===== src/owt_pkg.sv =====
// Shared types, codes and register defaults of the one-wire temperature reader.
package owt_pkg;

  localparam int TIMER_BITS_DEF = 20;
  localparam int CFG_IDX_BITS   = 3;
  localparam int CFG_DATA_BITS  = 20;

  typedef enum logic [3:0] {
    PH_IDLE       = 4'd0,
    PH_RST_LOW    = 4'd1,
    PH_RST_HIGH   = 4'd2,
    PH_RST_LISTEN = 4'd3,
    PH_WR_LOW     = 4'd4,
    PH_WR_HOLD    = 4'd5,
    PH_WR_REC     = 4'd6,
    PH_RD_LOW     = 4'd7,
    PH_RD_REL     = 4'd8,
    PH_RD_TAIL    = 4'd9,
    PH_CONV       = 4'd10
  } phase_t;

  typedef enum logic [CFG_IDX_BITS-1:0] {
    REG_RESET_LOW     = 3'd0,
    REG_RESET_RELEASE = 3'd1,
    REG_RESET_LISTEN  = 3'd2,
    REG_SLOT_START    = 3'd3,
    REG_WRITE_SLOT    = 3'd4,
    REG_READ_SAMPLE   = 3'd5,
    REG_READ_TAIL     = 3'd6,
    REG_CONV_WAIT     = 3'd7
  } cfg_reg_t;

  localparam logic [2:0] STEP_RESET1   = 3'd0;
  localparam logic [2:0] STEP_SKIP1    = 3'd1;
  localparam logic [2:0] STEP_CONVERT  = 3'd2;
  localparam logic [2:0] STEP_CONVWAIT = 3'd3;
  localparam logic [2:0] STEP_SKIP2    = 3'd4;
  localparam logic [2:0] STEP_READCMD  = 3'd5;
  localparam logic [2:0] STEP_READ_LO  = 3'd6;
  localparam logic [2:0] STEP_READ_HI  = 3'd7;

  localparam logic [2:0] LAST_BIT = 3'd7;

  localparam logic [7:0] CMD_SKIP_ROM  = 8'hCC;
  localparam logic [7:0] CMD_CONVERT   = 8'h44;
  localparam logic [7:0] CMD_READ_SCR  = 8'hBE;

  localparam logic [9:0]  RESET_LOW_DEF     = 10'd480;
  localparam logic [9:0]  RESET_RELEASE_DEF = 10'd70;
  localparam logic [9:0]  RESET_LISTEN_DEF  = 10'd410;
  localparam logic [5:0]  SLOT_START_DEF    = 6'd2;
  localparam logic [7:0]  WRITE_SLOT_DEF    = 8'd60;
  localparam logic [5:0]  READ_SAMPLE_DEF   = 6'd10;
  localparam logic [7:0]  READ_TAIL_DEF     = 8'd55;
  localparam logic [19:0] CONV_WAIT_DEF     = 20'd750000;

  localparam logic [7:0] DEG_MAX = 8'hFF;

endpackage


===== src/owt_channels.sv =====
// Valid/ready channel interfaces for the tick input and the result output.
interface owt_in_if;
  logic valid;
  logic ready;
  logic start_req;
  logic line_level;

  modport source (output valid, output start_req, output line_level, input ready);
  modport sink   (input valid, input start_req, input line_level, output ready);
endinterface

interface owt_out_if;
  logic        valid;
  logic        ready;
  logic        drive_enable;
  logic        drive_level;
  logic        busy_res;
  logic        done_res;
  logic [15:0] raw_reading;
  logic [7:0]  temperature_c;

  modport source (output valid, output drive_enable, output drive_level, output busy_res,
                  output done_res, output raw_reading, output temperature_c, input ready);
  modport sink   (input valid, input drive_enable, input drive_level, input busy_res,
                  input done_res, input raw_reading, input temperature_c, output ready);
endinterface


===== src/onewire_temperature_reader.sv =====
// One-wire bus master that runs a convert and read sequence and reports the reading.
//
//   channel   dir   beat contents
//   in_bus    in    start_req, line_level (one beat per microsecond tick)
//   out_bus   out   drive_enable, drive_level, busy_res, done_res, raw_reading,
//                   temperature_c (one beat per input beat)
//   cfg_*     in    register index and data, written while cfg_we is high
//
// Each input beat is handled by the combinational phase logic and lands in the
// result register, so a new beat is taken every cycle while results drain.
// A beat is taken whenever the result register is empty or being emptied.
// Synchronous active-low reset returns the sequencer to idle and the timing
// registers to their defaults; no clearing pass is needed.
module onewire_temperature_reader #(
  parameter int TIMER_BITS = owt_pkg::TIMER_BITS_DEF
) (
  input  logic                               clk,
  input  logic                               rst_n,
  owt_in_if.sink                             in_bus,
  owt_out_if.source                          out_bus,
  input  logic                               cfg_we,
  input  logic [owt_pkg::CFG_IDX_BITS-1:0]   cfg_index,
  input  logic [owt_pkg::CFG_DATA_BITS-1:0]  cfg_data
);
  import owt_pkg::*;

  localparam logic [32:0] TMAX = (33'd1 << TIMER_BITS) - 33'd1;

  logic [9:0]  reset_low_r, reset_release_r, reset_listen_r;
  logic [5:0]  slot_start_r, read_sample_r;
  logic [7:0]  write_slot_r, read_tail_r;
  logic [19:0] conv_wait_r;

  phase_t                phase_r, phase_nxt;
  logic [TIMER_BITS-1:0] timer_r, timer_nxt;
  logic [2:0]            bit_pos_r, bit_pos_nxt;
  logic [2:0]            step_r, step_nxt;
  logic [7:0]            shifter_r, shifter_nxt;
  logic [15:0]           raw_r, raw_nxt;
  logic [7:0]            deg_r, deg_nxt;

  logic        out_valid_r;
  logic        de_r, dl_r, busy_r, done_r;
  logic [15:0] raw_out_r;
  logic [7:0]  deg_out_r;

  logic        de_c, dl_c, busy_c, done_c;
  logic        accept;
  logic [19:0] dur_src;
  logic [32:0] dur;
  logic        ends;
  logic [TIMER_BITS-1:0] timer_adv;
  logic        begin_c;
  logic [2:0]  begin_step;
  logic [11:0] deg_full;

  assign in_bus.ready = !out_valid_r || out_bus.ready;
  assign accept       = in_bus.valid && in_bus.ready;

  always_ff @(posedge clk) begin
    if (!rst_n) begin
      reset_low_r     <= RESET_LOW_DEF;
      reset_release_r <= RESET_RELEASE_DEF;
      reset_listen_r  <= RESET_LISTEN_DEF;
      slot_start_r    <= SLOT_START_DEF;
      write_slot_r    <= WRITE_SLOT_DEF;
      read_sample_r   <= READ_SAMPLE_DEF;
      read_tail_r     <= READ_TAIL_DEF;
      conv_wait_r     <= CONV_WAIT_DEF;
    end else if (cfg_we) begin
      unique case (cfg_reg_t'(cfg_index))
        REG_RESET_LOW:     reset_low_r     <= cfg_data[9:0];
        REG_RESET_RELEASE: reset_release_r <= cfg_data[9:0];
        REG_RESET_LISTEN:  reset_listen_r  <= cfg_data[9:0];
        REG_SLOT_START:    slot_start_r    <= cfg_data[5:0];
        REG_WRITE_SLOT:    write_slot_r    <= cfg_data[7:0];
        REG_READ_SAMPLE:   read_sample_r   <= cfg_data[5:0];
        REG_READ_TAIL:     read_tail_r     <= cfg_data[7:0];
        REG_CONV_WAIT:     conv_wait_r     <= cfg_data;
      endcase
    end
  end

  always_comb begin
    case (phase_r)
      PH_RST_LOW:                      dur_src = 20'(reset_low_r);
      PH_RST_HIGH:                     dur_src = 20'(reset_release_r);
      PH_RST_LISTEN:                   dur_src = 20'(reset_listen_r);
      PH_CONV:                         dur_src = conv_wait_r;
      PH_WR_LOW, PH_WR_REC, PH_RD_LOW: dur_src = 20'(slot_start_r);
      PH_WR_HOLD:                      dur_src = 20'(write_slot_r);
      PH_RD_REL:                       dur_src = 20'(read_sample_r);
      PH_RD_TAIL:                      dur_src = 20'(read_tail_r);
      default:                         dur_src = 20'd0;
    endcase
    dur = 33'(dur_src);
    if (dur == 33'd0) begin
      dur = 33'd1;
    end
    if (dur > TMAX) begin
      dur = TMAX;
    end
    ends      = (33'(timer_r) + 33'd1) >= dur;
    timer_adv = ends ? '0 : timer_r + TIMER_BITS'(1);
  end

  always_comb begin
    unique case (phase_r)
      PH_RST_LOW, PH_WR_LOW, PH_RD_LOW: begin
        de_c = 1'b1; dl_c = 1'b0; busy_c = 1'b1;
      end
      PH_RST_HIGH, PH_CONV, PH_WR_REC: begin
        de_c = 1'b1; dl_c = 1'b1; busy_c = 1'b1;
      end
      PH_WR_HOLD: begin
        de_c = 1'b1; dl_c = shifter_r[0]; busy_c = 1'b1;
      end
      PH_RST_LISTEN, PH_RD_REL, PH_RD_TAIL: begin
        de_c = 1'b0; dl_c = 1'b0; busy_c = 1'b1;
      end
      default: begin
        de_c = 1'b0; dl_c = 1'b0; busy_c = 1'b0;
      end
    endcase
  end

  always_comb begin
    phase_nxt   = phase_r;
    timer_nxt   = timer_r;
    bit_pos_nxt = bit_pos_r;
    step_nxt    = step_r;
    shifter_nxt = shifter_r;
    raw_nxt     = raw_r;
    deg_nxt     = deg_r;
    done_c      = 1'b0;
    begin_c     = 1'b0;
    begin_step  = STEP_RESET1;
    deg_full    = 12'd0;

    unique case (phase_r)
      PH_RST_LOW: begin
        timer_nxt = timer_adv;
        if (ends) phase_nxt = PH_RST_HIGH;
      end
      PH_RST_HIGH: begin
        timer_nxt = timer_adv;
        if (ends) phase_nxt = PH_RST_LISTEN;
      end
      PH_RST_LISTEN: begin
        timer_nxt = timer_adv;
        if (ends) begin
          begin_c    = 1'b1;
          begin_step = (step_r == STEP_RESET1) ? STEP_SKIP1 : STEP_SKIP2;
        end
      end
      PH_CONV: begin
        timer_nxt = timer_adv;
        if (ends) phase_nxt = PH_RST_LOW;
      end
      PH_WR_LOW: begin
        timer_nxt = timer_adv;
        if (ends) phase_nxt = PH_WR_HOLD;
      end
      PH_WR_HOLD: begin
        timer_nxt = timer_adv;
        if (ends) phase_nxt = PH_WR_REC;
      end
      PH_WR_REC: begin
        timer_nxt = timer_adv;
        if (ends) begin
          shifter_nxt = shifter_r >> 1;
          if (bit_pos_r == LAST_BIT) begin
            begin_c    = 1'b1;
            begin_step = step_r + 3'd1;
          end else begin
            bit_pos_nxt = bit_pos_r + 3'd1;
            phase_nxt   = PH_WR_LOW;
          end
        end
      end
      PH_RD_LOW: begin
        timer_nxt = timer_adv;
        if (ends) phase_nxt = PH_RD_REL;
      end
      PH_RD_REL: begin
        timer_nxt = timer_adv;
        if (ends) begin
          shifter_nxt = {in_bus.line_level, shifter_r[7:1]};
          phase_nxt   = PH_RD_TAIL;
        end
      end
      PH_RD_TAIL: begin
        timer_nxt = timer_adv;
        if (ends) begin
          if (bit_pos_r != LAST_BIT) begin
            bit_pos_nxt = bit_pos_r + 3'd1;
            phase_nxt   = PH_RD_LOW;
          end else if (step_r == STEP_READ_LO) begin
            raw_nxt    = {raw_r[15:8], shifter_r};
            begin_c    = 1'b1;
            begin_step = STEP_READ_HI;
          end else begin
            raw_nxt     = {shifter_r, raw_r[7:0]};
            deg_full    = raw_nxt[15:4];
            deg_nxt     = (deg_full[11:8] != 4'd0) ? DEG_MAX : deg_full[7:0];
            done_c      = 1'b1;
            phase_nxt   = PH_IDLE;
            step_nxt    = STEP_RESET1;
            bit_pos_nxt = 3'd0;
            timer_nxt   = '0;
          end
        end
      end
      default: begin
        phase_nxt = PH_IDLE;
        if (in_bus.start_req) begin
          begin_c    = 1'b1;
          begin_step = STEP_RESET1;
        end
      end
    endcase

    if (begin_c) begin
      step_nxt    = begin_step;
      bit_pos_nxt = 3'd0;
      timer_nxt   = '0;
      case (begin_step)
        STEP_RESET1:   phase_nxt = PH_RST_LOW;
        STEP_SKIP1, STEP_SKIP2: begin
          phase_nxt   = PH_WR_LOW;
          shifter_nxt = CMD_SKIP_ROM;
        end
        STEP_CONVERT: begin
          phase_nxt   = PH_WR_LOW;
          shifter_nxt = CMD_CONVERT;
        end
        STEP_CONVWAIT: phase_nxt = PH_CONV;
        STEP_READCMD: begin
          phase_nxt   = PH_WR_LOW;
          shifter_nxt = CMD_READ_SCR;
        end
        default: begin
          phase_nxt   = PH_RD_LOW;
          shifter_nxt = 8'd0;
        end
      endcase
    end
  end

  always_ff @(posedge clk) begin
    if (!rst_n) begin
      phase_r     <= PH_IDLE;
      timer_r     <= '0;
      bit_pos_r   <= 3'd0;
      step_r      <= STEP_RESET1;
      shifter_r   <= 8'd0;
      raw_r       <= 16'd0;
      deg_r       <= 8'd0;
      out_valid_r <= 1'b0;
    end else begin
      if (accept) begin
        phase_r   <= phase_nxt;
        timer_r   <= timer_nxt;
        bit_pos_r <= bit_pos_nxt;
        step_r    <= step_nxt;
        shifter_r <= shifter_nxt;
        raw_r     <= raw_nxt;
        deg_r     <= deg_nxt;
      end
      if (accept) begin
        out_valid_r <= 1'b1;
      end else if (out_bus.ready) begin
        out_valid_r <= 1'b0;
      end
    end
  end

  always_ff @(posedge clk) begin
    if (accept) begin
      de_r      <= de_c;
      dl_r      <= de_c & dl_c;
      busy_r    <= busy_c;
      done_r    <= done_c;
      raw_out_r <= raw_nxt;
      deg_out_r <= deg_nxt;
    end
  end

  assign out_bus.valid         = out_valid_r;
  assign out_bus.drive_enable  = de_r;
  assign out_bus.drive_level   = dl_r;
  assign out_bus.busy_res      = busy_r;
  assign out_bus.done_res      = done_r;
  assign out_bus.raw_reading   = raw_out_r;
  assign out_bus.temperature_c = deg_out_r;

endmodule

===== src/flat_wrapper.sv =====
// flat-port wrapper written by rule: the top's interface ports become plain ports
module onewire_temperature_reader_flat import owt_pkg::*;
#(
  parameter int TIMER_BITS = owt_pkg::TIMER_BITS_DEF
)
  (clk, rst_n, cfg_we, cfg_index, cfg_data, in_bus_valid, in_bus_start_req, in_bus_line_level, in_bus_ready, out_bus_valid, out_bus_drive_enable, out_bus_drive_level, out_bus_busy_res, out_bus_done_res, out_bus_raw_reading, out_bus_temperature_c, out_bus_ready);
  owt_in_if in_bus_i ();
  owt_out_if out_bus_i ();
  input  logic clk;
  input  logic rst_n;
  input  logic cfg_we;
  input  logic [owt_pkg::CFG_IDX_BITS-1:0] cfg_index;
  input  logic [owt_pkg::CFG_DATA_BITS-1:0] cfg_data;
  input wire logic [$bits(in_bus_i.valid)-1:0] in_bus_valid;
  input wire logic [$bits(in_bus_i.start_req)-1:0] in_bus_start_req;
  input wire logic [$bits(in_bus_i.line_level)-1:0] in_bus_line_level;
  output wire logic [$bits(in_bus_i.ready)-1:0] in_bus_ready;
  output wire logic [$bits(out_bus_i.valid)-1:0] out_bus_valid;
  output wire logic [$bits(out_bus_i.drive_enable)-1:0] out_bus_drive_enable;
  output wire logic [$bits(out_bus_i.drive_level)-1:0] out_bus_drive_level;
  output wire logic [$bits(out_bus_i.busy_res)-1:0] out_bus_busy_res;
  output wire logic [$bits(out_bus_i.done_res)-1:0] out_bus_done_res;
  output wire logic [$bits(out_bus_i.raw_reading)-1:0] out_bus_raw_reading;
  output wire logic [$bits(out_bus_i.temperature_c)-1:0] out_bus_temperature_c;
  input wire logic [$bits(out_bus_i.ready)-1:0] out_bus_ready;
  assign in_bus_i.valid = in_bus_valid;
  assign in_bus_i.start_req = in_bus_start_req;
  assign in_bus_i.line_level = in_bus_line_level;
  assign in_bus_ready = in_bus_i.ready;
  assign out_bus_valid = out_bus_i.valid;
  assign out_bus_drive_enable = out_bus_i.drive_enable;
  assign out_bus_drive_level = out_bus_i.drive_level;
  assign out_bus_busy_res = out_bus_i.busy_res;
  assign out_bus_done_res = out_bus_i.done_res;
  assign out_bus_raw_reading = out_bus_i.raw_reading;
  assign out_bus_temperature_c = out_bus_i.temperature_c;
  assign out_bus_i.ready = out_bus_ready;
  onewire_temperature_reader #(.TIMER_BITS(TIMER_BITS)) u_core (.clk(clk), .rst_n(rst_n), .in_bus(in_bus_i), .out_bus(out_bus_i), .cfg_we(cfg_we), .cfg_index(cfg_index), .cfg_data(cfg_data));
endmodule

===== config.mk =====
export PLATFORM = sky130hd
export DESIGN_NAME = onewire_temperature_reader_flat
export DESIGN_NICKNAME = d
export VERILOG_FILES = /design/src/owt_pkg.sv /design/src/owt_channels.sv /design/src/onewire_temperature_reader.sv /design/src/flat_wrapper.sv
export SDC_FILE = /design/constraint.sdc
export NUM_CORES = 1
export LEC_CHECK = 0
export BUFFER_PORTS_ARGS = -buffer_cell sky130_fd_sc_hd__buf_2
export CORE_MARGIN = 2
export CORE_UTILIZATION = 55
export CTS_BUF_LIST = sky130_fd_sc_hd__clkbuf_2
export CTS_CLUSTER_SIZE = 40
export DETAILED_ROUTE_END_ITERATION = 16
export GPL_ROUTABILITY_DRIVEN = 0
export PLACE_DENSITY_LB_ADDON = 0.25
export SYNTH_ARGS = -nofsm -noshare
export SYNTH_HDL_FRONTEND = slang
export SYNTH_SLANG_ARGS = --single-unit

===== constraint.sdc =====
create_clock -name clk -period 5 [get_ports clk]
set_clock_uncertainty 0.15 [all_clocks]
set_input_delay 0 -clock clk [delete_from_list [all_inputs] [get_ports clk]]
set_output_delay 0 -clock clk [all_outputs]
set_load 0.05 [all_outputs]

==> results by group <==
Outcome
  – Run status: complete, no violations

Placed design
  – Port bufs: 59
  – Dpl hpwl: 15200 um

Floorplanning
  – I/O pin cnt: 60
  – Height of the die: 128 um
  – Initial Util: 56.1%
  – Die width: 128 um
  – Row count: 45
  – Core Area: between 0.015 and 0.02 mm^2
  – Die area: 0.0165 mm^2

Cells and area
  – Fill cells: 1250
  – # diodes: 0
  – Share of cells above drive strength 1: 13.1%
  – Multi-input logic area: ~0.0045 mm^2
  – Fin nets: 1202
  – Layout area overhead: 18.4%
  – Reg area: 0.00366 mm^2

Clock tree
  – H-tree depth: 4
  – CTS buffer count: 17
  – Worst-skew pair later-pin latency: 0.81 ns
  – Clock transition at path regs: 0.28 ns
  – Sink Count: 169
  – Clk Tree Root Cell: clkbuf_2
  – Post-CTS Setup Repair Bufs: 0
  – Max Root-Sink Buffers: 2
  – CTS tree: yes

Setup path
  – Critical Path AT: 5.21 ns
  – Setup CP Type: reg2reg
  – R2R Path End: u_core.bit_pos_r[2]$_SDFFE_PN0P_
  – CP max-delay cell: or4_4
  – Critical Path Sink Type: register
  – Worst r2r src: u_core.timer_r[0]$_SDFFE_PN0P_
  – Worst-path maximum fanout: 13
  – Crit-path leading delay family: simple AND/OR/NAND/NOR gates
  – Bufs and invs on worst path: 0
  – WP data required: 5.61 ns
  – CP Launch Type: register
  – CP max stage delay: approximately 0.59 ns
  – R2R depth: 13
  – Critical Path, Cell by Cell: ha_1 > nand3_4 > or4_4 > or3_1 > xnor2_1 > ha_1 > nand3_1 > a2111oi_0 > nand2_1 > nand2_1 > o21ai_0 > nor3_1 > o2bb2ai_1
  – R2R Setup Slk: approximately 0.4 ns

Global routing
  – Largest net degree at the start of global routing: 81
  – Initial antenna violation count: 0
  – GRT Total Usage: 29.5%
  – First-pass GRT wire length: 38500 um
  – Global route total overflow: 0
  – Vias in the first global route: 7422

STA
  – RSZ-0062 raised after global routing: no
  – Slew headroom: 29.5%
  – Fin crit period: 4.60 ns
  – Final Hold Viols: 0
  – Max-slew violations: 0
  – Final setup vio count: 0
  – Fin crit share: 92.0%
  – Setup TNS: 0 ns
  – Slew @ Worst Pin: 1.04 ns
  – F_max: 0.217 GHz

Yosys
  – Warnings from Yosys: 0
  – Post-synth EDFFs: 28
  – Synth unique cells: 66
  – Synthesized instance count: roughly 1000
  – Net Count, Synth: 1084
  – Sequential share of the synthesized area: 43.1%
  – Fraction of registers with async set/reset: 0%
  – Post-Syn Area: 0.00850 mm^2
  – Synth Flop Type: dfxtp_1
  – Syn Area/Cell: 8.27 um^2
  – Post-synthesis register bit count: 169

Hold path
  – Hold worst-path end: u_core.reset_low_r[8]$_SDFFE_PN1P_
  – Worst Hold Launch: cfg_index[2]
  – Min-delay worst type: in2reg
  – Hold Path Depth: 5

Route
  – DRT Wirelength: around 24000 um
  – Routed WL per cell: 17.8 um
  – Via count: between 8000 and 9000
  – DRC viols: 0
  – Routed vias/inst: between 6 and 7
  – Drt initial violations: between 700 and 800
  – Antenna-violating nets left: 0
  – Drt pass-1 iters: 9

Run
  – Max Cap Viol: 0

Pwr
  – Overall power: approximately 0.0038 W
  – VDD IR max: 0.277 mV
  – PwrDens: 373 mW/mm^2
  – Leak pwr: 4.05 nW
## cells in the mapped netlist, types with 7 or more instances
master	instances	area, um^2
nand2_1	244	916
dfxtp_1	141	2820
a21oi_1	77	385
nand3_1	75	375
nor2_1	66	248
clkbuf_1	54	203
o21ai_0	49	245
edfxtp_1	28	841
ha_1	26	325
mux2i_1	25	250
nor3_1	18	90.1
mux2_2	17	191
inv_1	15	56.3
a22oi_1	14	105
nand4_1	12	75.1
o31ai_1	10	75.1
nor2b_1	9	56.3
xnor2_1	9	78.8
xor2_1	8	70.1
a21o_1	7	52.6
a31oi_1	7	43.8
nand2b_1	7	43.8
## layout by cell type (no fill, tap or decap), types with 17 or more instances in the layout
cell type and count:
ha_1 26, nor2_1 66, mux2_2 17, buf_4 24, a21oi_1 77, o21ai_0 49
edfxtp_1 28, dfxtp_1 141, buf_2 59, nor3_1 18, nand3_1 75, nand2_1 244
clkbuf_2 17, dlygate4sd3_1 83, mux2i_1 25
## stage by stage
stage | util [%] | instances | instance area (um^2) | setup WS, ns | hold WS (ns)
6_report | 66.4 | 1347 | 10100 | 0.401 | 0.0619
5_1_grt | 66.4 | 1347 | 10100 | 0.118 | 0.0352
4_1_cts | 66.4 | 1347 | 10100 | 0.462 | 0.0257
3_5_place_dp | 59.0 | 1232 | 8930 | 0.506 | 0.0645
3_3_place_gp | 59.0 | 1232 | 8930 | 0.629 | 0.0645
2_1_floorplan | - | 1028 | 8500 | 0.804 | -0.0260
## state kept, by name, indices dropped and copies added, names as in the netlist, 8 cells and up
| register | cells |
|---|---|
| u_core.conv_wait_r | 20 |
| u_core.deg_r | 8 |
| u_core.out_bus.raw_reading | 16 |
| u_core.out_bus.temperature_c | 8 |
| u_core.raw_r | 16 |
| u_core.read_tail_r | 8 |
| u_core.reset_listen_r | 10 |
| u_core.reset_low_r | 10 |
| u_core.reset_release_r | 10 |
| u_core.shifter_r | 8 |
| u_core.timer_r | 20 |
| u_core.write_slot_r | 8 |
## layer usage
layer | vias to the layer above | wire length [um] | GRT usage [%]
li1 | 3885 | - | -
met1 | 3784 | 10400 | 40.0
met2 | 366 | 11100 | 47.2
met3 | 62 | 1670 | 5.13
met4 | 0 | 698 | 11.3
met5 | - | 0 | 0
## worst register-to-register path, cell delays in order (launching register included)
cell and delay [ns]:
dfxtp_1 0.47, ha_1 0.31, nand3_4 0.14, or4_4 0.59, or3_1 0.44, xnor2_1 0.15, ha_1 0.30, nand3_1 0.15
a2111oi_0 0.40, nand2_1 0.15, nand2_1 0.38, o21ai_0 0.35, nor3_1 0.42, o2bb2ai_1 0.16
## power by group
group	switching (W)	internal, W
clock network	0.000554	0.000303
registers	0.0000592	0.00145
logic	0.000919	0.000467
total	0.00153	0.00222
## repair_timing
action	4_1_cts	5_1_grt
gates resized for setup	0	0
endpoints found under the hold margin	141	0
hold buffers	83	0
## kinds of logic (layout without fill, tap and decap cells)
logic type                 after synthesis  in the layout  share of synthesized area [%]
DFF                                    169            169                           43.1
AOI/OAI and AO/OA                      222            222                           16.9
xor gates and xnor gates                17             17                           1.75
muxes                                   47             47                           6.08
buffers and inverters                   83            214                           4.09
adders and majority gates               26             26                           3.83
and+or+nand+nor                        464            464                           24.2
## final cells by class
cell class              count  area share [%]
repair buffers            166            13.0
inverters                  16           0.597
clock inverters            15            2.09
flip-flops and latches    169            36.4
multi-input cells         776            44.7
clock buffers              17           0.846
well taps                 188            2.34
## worst max path at each step
stage	from	cells past startpoint	endpoint	slack, ns
finish	u_core.timer_r[0]$_SDFFE_PN0P_	13	u_core.bit_pos_r[2]$_SDFFE_PN0P_	0.40
floorplan	u_core.timer_r[0]$_SDFFE_PN0P_	15	u_core.out_bus.raw_reading[10]$_DFFE_PP_	0.80
detailed placement	u_core.timer_r[0]$_SDFFE_PN0P_	13	u_core.bit_pos_r[2]$_SDFFE_PN0P_	0.51
global placement	u_core.timer_r[0]$_SDFFE_PN0P_	13	u_core.bit_pos_r[0]$_SDFFE_PN0P_	0.63
global route	u_core.timer_r[0]$_SDFFE_PN0P_	15	u_core.timer_r[9]$_SDFFE_PN0P_	0.12
CTS	u_core.timer_r[0]$_SDFFE_PN0P_	13	u_core.bit_pos_r[2]$_SDFFE_PN0P_	0.46
(Power assumes the default switching activity.)
